### src/kvi_pkg.sv
`timescale 1ns / 1ps
package kvi_pkg;

  typedef enum logic [1:0] {
    FUNC_LINEAR = 2'd0,
    FUNC_COSINE = 2'd1,
    FUNC_BEZIER = 2'd2,
    FUNC_ARGB   = 2'd3
  } func_e;

  typedef struct packed {
    logic  valid;
    func_e func;
  } ctl_t;

  localparam logic [31:0] ARGB_MASK_RB = 32'h00ff00ff;
  localparam logic [31:0] ARGB_MASK_AG = 32'hff00ff00;
  localparam int unsigned ARGB_W_BITS  = 9;

  // pi in Q30
  localparam logic [63:0] PI_Q30 = 64'd3373259426;
  localparam int unsigned TAYLOR_TERMS = 12;
  // (2k)(2k+1) for k = 1 .. 12
  localparam logic [15:0] TAYLOR_DEN [TAYLOR_TERMS] = '{
    16'd6, 16'd20, 16'd42, 16'd72, 16'd110, 16'd156,
    16'd210, 16'd272, 16'd342, 16'd420, 16'd506, 16'd600
  };

  // cosine ease weight (1 - cos(pi m)) / 2 = sin^2(pi m / 2), elaboration only
  function automatic logic [31:0] cos_weight(input int unsigned idx,
                                             input int unsigned frac_bits,
                                             input int unsigned tbl_bits);
    logic [63:0]        y;
    logic [63:0]        y2;
    logic [63:0]        t;
    logic signed [63:0] s;
    logic [63:0]        su;
    logic [63:0]        w;
    logic [63:0]        one;
    y  = (PI_Q30 * 64'(idx) + (64'd1 << tbl_bits)) >> (tbl_bits + 1);
    y2 = (y * y) >> 30;
    t  = y;
    s  = signed'(y);
    for (int k = 0; k < TAYLOR_TERMS; k++) begin
      t = ((t * y2) >> 30) / 64'(TAYLOR_DEN[k]);
      if ((k % 2) == 0) begin
        s = s - signed'(t);
      end else begin
        s = s + signed'(t);
      end
    end
    if (s < 0) begin
      s = '0;
    end
    if (s > (64'sd1 <<< 30)) begin
      s = 64'sd1 <<< 30;
    end
    su  = unsigned'(s);
    w   = (su * su + (64'd1 << (59 - frac_bits))) >> (60 - frac_bits);
    one = 64'd1 << frac_bits;
    if (w > one) begin
      w = one;
    end
    return w[31:0];
  endfunction

endpackage

### src/kvi_prep.sv
`timescale 1ns / 1ps
module kvi_prep #(
  parameter int unsigned FRAC_BITS      = 16,
  parameter int unsigned COS_TABLE_BITS = 10
) (
  input  logic                                 clk_i,
  input  logic                                 rst_ni,
  input  logic                                 accept_i,
  input  logic [1:0]                           func_i,
  input  logic [FRAC_BITS:0]                   position_i,
  input  logic [31:0]                          a_i,
  input  logic [31:0]                          b_i,
  input  logic [31:0]                          c_i,
  output kvi_pkg::ctl_t                        ctl_o,
  output logic [FRAC_BITS:0]                   pos_o,
  output logic [COS_TABLE_BITS:0]              idx_o,
  output logic [kvi_pkg::ARGB_W_BITS-1:0]      argb_w_o,
  output logic [31:0]                          a_o,
  output logic [31:0]                          b_o,
  output logic [31:0]                          c_o
);

  localparam int unsigned IdxW = FRAC_BITS + COS_TABLE_BITS + 2;
  localparam logic [FRAC_BITS:0] One = {1'b1, {FRAC_BITS{1'b0}}};
  localparam logic [IdxW-1:0] HalfOne =
    {{(IdxW - FRAC_BITS){1'b0}}, 1'b1, {(FRAC_BITS - 1){1'b0}}};

  logic [FRAC_BITS:0]                  pos_sat;
  logic [IdxW-1:0]                     idx_sum;
  logic [kvi_pkg::ARGB_W_BITS-1:0]     argb_w;

  kvi_pkg::ctl_t                       ctl_q;
  logic [FRAC_BITS:0]                  pos_q;
  logic [COS_TABLE_BITS:0]             idx_q;
  logic [kvi_pkg::ARGB_W_BITS-1:0]     argb_w_q;
  logic [31:0]                         a_q;
  logic [31:0]                         b_q;
  logic [31:0]                         c_q;

  // positions past one saturate to one
  assign pos_sat = (position_i > One) ? One : position_i;

  // table index, m rounded to the table grid
  assign idx_sum = ({{(COS_TABLE_BITS + 1){1'b0}}, pos_sat} << COS_TABLE_BITS) + HalfOne;

  // argb weight round(256 m), ties to even
  if (FRAC_BITS == 8) begin : g_w_direct
    assign argb_w = pos_sat;
  end else begin : g_w_round
    localparam int unsigned Sh = FRAC_BITS - 8;
    localparam logic [Sh-1:0] Half = Sh'(1) << (Sh - 1);
    logic [kvi_pkg::ARGB_W_BITS-1:0] w_trunc;
    logic [Sh-1:0]                   w_rem;
    logic                            round_up;
    assign w_trunc  = pos_sat[FRAC_BITS -: kvi_pkg::ARGB_W_BITS];
    assign w_rem    = pos_sat[Sh-1:0];
    assign round_up = (w_rem > Half) || ((w_rem == Half) && w_trunc[0]);
    assign argb_w   = w_trunc + kvi_pkg::ARGB_W_BITS'(round_up);
  end

  always_ff @(posedge clk_i or negedge rst_ni) begin
    if (!rst_ni) begin
      ctl_q <= '0;
    end else begin
      ctl_q.valid <= accept_i;
      ctl_q.func  <= kvi_pkg::func_e'(func_i);
    end
  end

  always_ff @(posedge clk_i) begin
    pos_q    <= pos_sat;
    idx_q    <= idx_sum[FRAC_BITS +: COS_TABLE_BITS + 1];
    argb_w_q <= argb_w;
    a_q      <= a_i;
    b_q      <= b_i;
    c_q      <= c_i;
  end

  assign ctl_o    = ctl_q;
  assign pos_o    = pos_q;
  assign idx_o    = idx_q;
  assign argb_w_o = argb_w_q;
  assign a_o      = a_q;
  assign b_o      = b_q;
  assign c_o      = c_q;

endmodule

### config.mk
export PLATFORM = sky130hd
export DESIGN_NAME = kvi_prep
export DESIGN_NICKNAME = d
export VERILOG_FILES = /design/src/kvi_pkg.sv /design/src/kvi_prep.sv
export SDC_FILE = /design/constraint.sdc
export NUM_CORES = 1
export LEC_CHECK = 0
export ABC_AREA = 1
export BUFFER_PORTS_ARGS = -buffer_cell sky130_fd_sc_hd__buf_2
export CAP_MARGIN = 25
export CORE_MARGIN = 1
export CORE_UTILIZATION = 36
export DETAILED_ROUTE_END_ITERATION = 10
export PLACE_DENSITY = 0.72
export SYNTH_ARGS = -nofsm -noshare
export SYNTH_HDL_FRONTEND = slang
export SYNTH_SLANG_ARGS = --single-unit
### constraint.sdc
create_clock -name clk_i -period 0.8 [get_ports clk_i]
set_input_delay 0.04 -clock clk_i [delete_from_list [all_inputs] [get_ports clk_i]]
set_output_delay 0.04 -clock clk_i [all_outputs]
set_load 0.01 [all_outputs]
======== Word-level counts from Yosys, hierarchy flattened ========
Cells that the tools add are included.
operators by class
  add/sub/neg operators ................... 2
  $lt $le $gt $ge ......................... 2
  equal/unequal tests ..................... 1
  mux-type cells .......................... 1
  reductions and logical operators ........ 2
operator list
  operator                count
  $add 27x16->27 const B  1
  $gt 17x17->1 const B    1
  $mux 17                 1
  $add 9x1->9             1
  $eq 8x8->1 const B      1
  $gt 8x8->1 const B      1
  $logic_and 1x1->1       1
  $logic_or 1x1->1        1
storage, ports and cells
  register bits ........................... 136
  input bits .............................. 118

======== Logic depth before layout (Yosys ltp) ========
  depth after elaboration ................. 6
  depth in mapped cells ................... 12
  depth with buffers taken out ............ 12

======== Least setup slack after synthesis ========
No wires, ideal clock.
  path kind ............................... input -> register
  from .................................... in position_i[4]
  to ...................................... reg idx_q[7], in the netlist idx_o[7]
  setup time .............................. 0.120 ns
  arrival time ............................ 1.362 ns
  path slack .............................. -0.682 ns
  cell stages on the path ................. 12
  buffers on the path ..................... 0
  cell sequence ........................... nor2_1 nand2_1 nor2_1 nand2_1 nand2_4 inv_1 nor2_1 ha_1 inv_1 nor2_1 nand2_1 xor2_1
between the ends
  longest elaborated chain between the ends .. 3
RTL lines
  element               line            RTL
  from (decl)           kvi_prep.sv:10  input logic [FRAC_BITS:0] position_i,
  $gt 17x17->1          kvi_prep.sv:41  assign pos_sat = (position_i > One) ? One : position_i;
  $mux 17               kvi_prep.sv:41
  net pos_sat[5]        kvi_prep.sv:28  logic [FRAC_BITS:0] pos_sat;
  $add 27x16->27        kvi_prep.sv:44  assign idx_sum = ({{(COS_TABLE_BITS + 1){1'b0}}, pos_sat} << COS_TABLE_BITS) + HalfOne;
  net idx_sum[23]       kvi_prep.sv:29  logic [IdxW-1:0] idx_sum;
  to (signal assigned)  kvi_prep.sv:72  idx_q <= idx_sum[FRAC_BITS +: COS_TABLE_BITS + 1];
  to (decl)             kvi_prep.sv:34  logic [COS_TABLE_BITS:0] idx_q;
The timed path passes the listed nets, and every way through them passes these cells.

======== Worst setup path in the final report ========
  from .................................... reg ctl_q, in the netlist ctl_o[0]
  to ...................................... out ctl_o[0] (netlist name)
RTL lines
  element      line            RTL
  from (decl)  kvi_prep.sv:32  kvi_pkg::ctl_t ctl_q;
  to (decl)    kvi_prep.sv:14  output kvi_pkg::ctl_t ctl_o,
No word-level cell between the ends.

==> flow_metrics.py <==
metrics = {
    "status": {
        "outcome": "finished, violations left",
        "violations": "negative hold slack, negative setup slack",
    },
    "clock_tree": {
        "cts-root-buf": "clkbuf_8",
        "tritoncts": "built",
        "numCtsBuffers": 17,
        "cts_max_path_buffers": 2,
        "cts_sinks": 136,
        "clk_pin_slew_worst_paths_ns": 0.07,
        "htree_levels": 4,
    },
    "sta": {
        "finalSetupViolations": 153,
        "period_minus_slack_ns": 1.10,
        "max_freq_mhz": 910,
        "setup_tns_ns": -26.90,
        "fin_crit_sh_pct": 137,
        "whs_ns": -0.175,
        "tightest_slew_ns": 0.280,
        "rsz0062_at_grt": "true",
        "hold_violations": 3,
        "slew_violations": 0,
        "worst_slack_ns": -0.299,
        "slew_headroom_pct": 81.4,
    },
    "grt": {
        "gr-usage-met1_pct": 26.5,
        "met3_usage_pct": 7.80,
        "overflow": 0,
        "antenna_found_initial": 1,
        "grt_pass1_wl_um": 19800,
        "grt_max_degree": 17,
        "first_global_vias": 3705,
        "grt_util_all_layers_pct": 27.6,
        "grtUsageMet2_pct": 54.3,
        "grt.busiest_layer": "met2",
    },
    "floorplanning": {
        "die_w_um": 98.7,
        "die_h_um": 98.7,
        "core_mm2": 0.00889,
        "io_pins": 254,
        "dieArea_mm2": 0.00974,
        "rows": 34,
        "initial_utilization_pct": 37.8,
    },
    "pwr": {
        "p_int_mw": 13.1,
        "p_switching_mw": 4.17,
        "p_comb_share_pct": 12.9,
        "leakagePower_nw": 3.72,
        "worst_ir_drop_vdd_mv": 1.46,
        "clkPwrFrac_pct": 44.3,
        "seq_power_share_pct": 42.8,
        "switching_share_pct": 24.2,
        "power_density_mw_per_mm2": 2220,
    },
    "place": {
        "dp.cells": 650,
        "gp_congestion": 0.750,
        "dp_hpwl_um": 7270,
        "numPortBuffers": 253,
    },
    "route": {
        "drt_iter0_drc": 95,
        "drt-vias-per-instance": 4.49,
        "via_count": 3604,
        "wl_per_cell_um": 19.6,
        "drt-total-wl_um": 15700,
        "drc": 0,
        "drtAntennaViolNets": 0,
        "first_pass_iters": 4,
    },
    "logic_synthesis": {
        "synth.distinct_cells": 20,
        "ys_ff_latch": 136,
        "syn_inst": 253,
        "yosysWarnings": 0,
        "synth.yosys.seq_area_share_pct": 81.4,
        "syn_area_per_cell_um2": 13.3,
        "netlist_area_mm2": 0.00336,
        "syn-num-nets": 372,
    },
    "finish": {
        "fin_nets": 799,
        "fin_util_pct": 87.4,
        "drive_gt1_share_pct": 67.0,
        "synthToLayoutAreaGrowth_pct": 131,
        "final_cells": 802,
    },
    "setup_path": {
        "worstSetupEndpointType": "primary output",
        "max_stage_delay_ns": 0.40,
        "critPathSlowestCell": "dfrtp_1",
        "crit_fanout": 1,
        "cp_top_family": "flip-flops",
        "required_ns": 0.76,
        "crit_arrival_ns": 1.06,
        "critPathBufInv": 1,
        "critPathLaunchType": "register",
        "criticalPathCategory": "reg -> out",
        "path_cells": "buf_2",
    },
    "flow_run": {
        "maxCapViolCount": 0,
    },
    "worst_hold_path": {
        "worstHoldPathType": "in -> reg",
    },
}
[cells in the mapped netlist]
| cell type | count | area (µm²) |
|---|---|---|
| nand4_1 | 4 | 25.0 |
| a21oi_1 | 1 | 5.00 |
| nand3_4 | 1 | 17.5 |
| xor2_1 | 12 | 105 |
| inv_2 | 2 | 7.51 |
| nor2_4 | 5 | 56.3 |
| nor2_2 | 1 | 6.26 |
| nand3_1 | 9 | 45.0 |
| buf_6 | 1 | 11.3 |
| dfrtp_1 | 3 | 75.1 |
| dfxtp_1 | 133 | 2660 |
| nor2_1 | 23 | 86.3 |
| ha_1 | 1 | 12.5 |
| nand3_2 | 2 | 20.0 |
| nor3_2 | 1 | 10.0 |
| inv_1 | 21 | 78.8 |
| clkbuf_1 | 1 | 3.75 |
| nand2_4 | 2 | 22.5 |
| o21ai_1 | 1 | 5.00 |
| nand2_1 | 29 | 109 |
[cell type report]
type                    count  area, µm²
flip-flops and latches    136       2840
repair buffers            409       3370
inverters                  23       96.3
diodes                      1       2.50
well taps                 108        135
multi-input cells          93        746
clock buffers              20        435
fillers                   365       1120
clock inverters            12        143
[stage by stage]
| step | area, µm² | worst slack (ns) | power, mW |
|---|---|---|---|
| 6_report | 7770 | -0.299 | 17.3 |
| 5_1_grt | 7760 | -0.317 | 17.7 |
| 4_1_cts | 7140 | -0.251 | 16.7 |
| 3_5_place_dp | 5120 | -0.670 | 8.67 |
| 3_3_place_gp | 5120 | -0.621 | 8.63 |
| 2_1_floorplan | 3440 | -0.455 | 7.80 |
[metal layers]
metal	up-vias	routed length, µm
li1	1632	-
met1	1720	5280
met2	199	8760
met3	53	1030
met4	0	628
met5	-	0
[logic make-up (layout without fill, tap and decap cells)]
| group | after synthesis | in the layout | share of synthesized area [%] |
|---|---|---|---|
| compound gates | 2 | 2 | 0.297 |
| xor+xnor | 12 | 12 | 3.12 |
| fa+ha+maj | 1 | 1 | 0.372 |
| buf+inv | 25 | 464 | 3.01 |
| flops | 136 | 136 | 81.4 |
| other cells | 0 | 1 | 0 |
| simple gates | 77 | 78 | 11.8 |
[placed cells by master (no fill, tap or decap), types with 5 or more instances in the layout]
cell type,count
buf_2,156
nand2_1,20
inv_6,5
buf_6,107
nor2_2,5
nor2_1,9
nand2_2,7
clkbuf_16,16
dfxtp_1,49
dlygate4sd3_1,111
nor2_4,15
inv_1,17
buf_4,34
xor2_1,10
dfxtp_2,84
[registers in the layout (all words and copies together) (netlist names)]
signal,cells
pos_o,17
c_o,32
a_o,32
ctl_o,3
b_o,32
argb_w_o,9
idx_o,11
[final timing paths]
kind | slack (ns) | cells past startpoint | endpoint | from
min | -0.17 | 3 | pos_o[5] | position_i[5]
max | -0.30 | 1 | ctl_o[0] | ctl_o[0]
min in group asynchronous | 0.46 | 3 | ctl_o[1] | rst_ni
max in group asynchronous | 0.15 | 3 | ctl_o[0] | rst_ni
[what timing repair did]
item / in CTS / in global routing
endpoints found under the hold margin: 121 / 5
buffers inserted: 3 / 5
cloned: 1 / 0
hold buffers: 111 / 2
pin swaps: 9 / 23
resized for setup: 83 / 160
setup endpoints to repair: 149 / 154
[power groups by stage]
stage          Combinational (mW)  Clock (mW)  Sequential (mW)
5_1_grt                      2.32        8.01             7.41
2_1_floorplan               0.201           0             7.60
4_1_cts                      1.85        7.56             7.28
3_3_place_gp                 1.26           0             7.38
6_report                     2.23        7.66             7.39
3_5_place_dp                 1.28           0             7.39
Note: power is estimated with default switching activity, not from simulation.
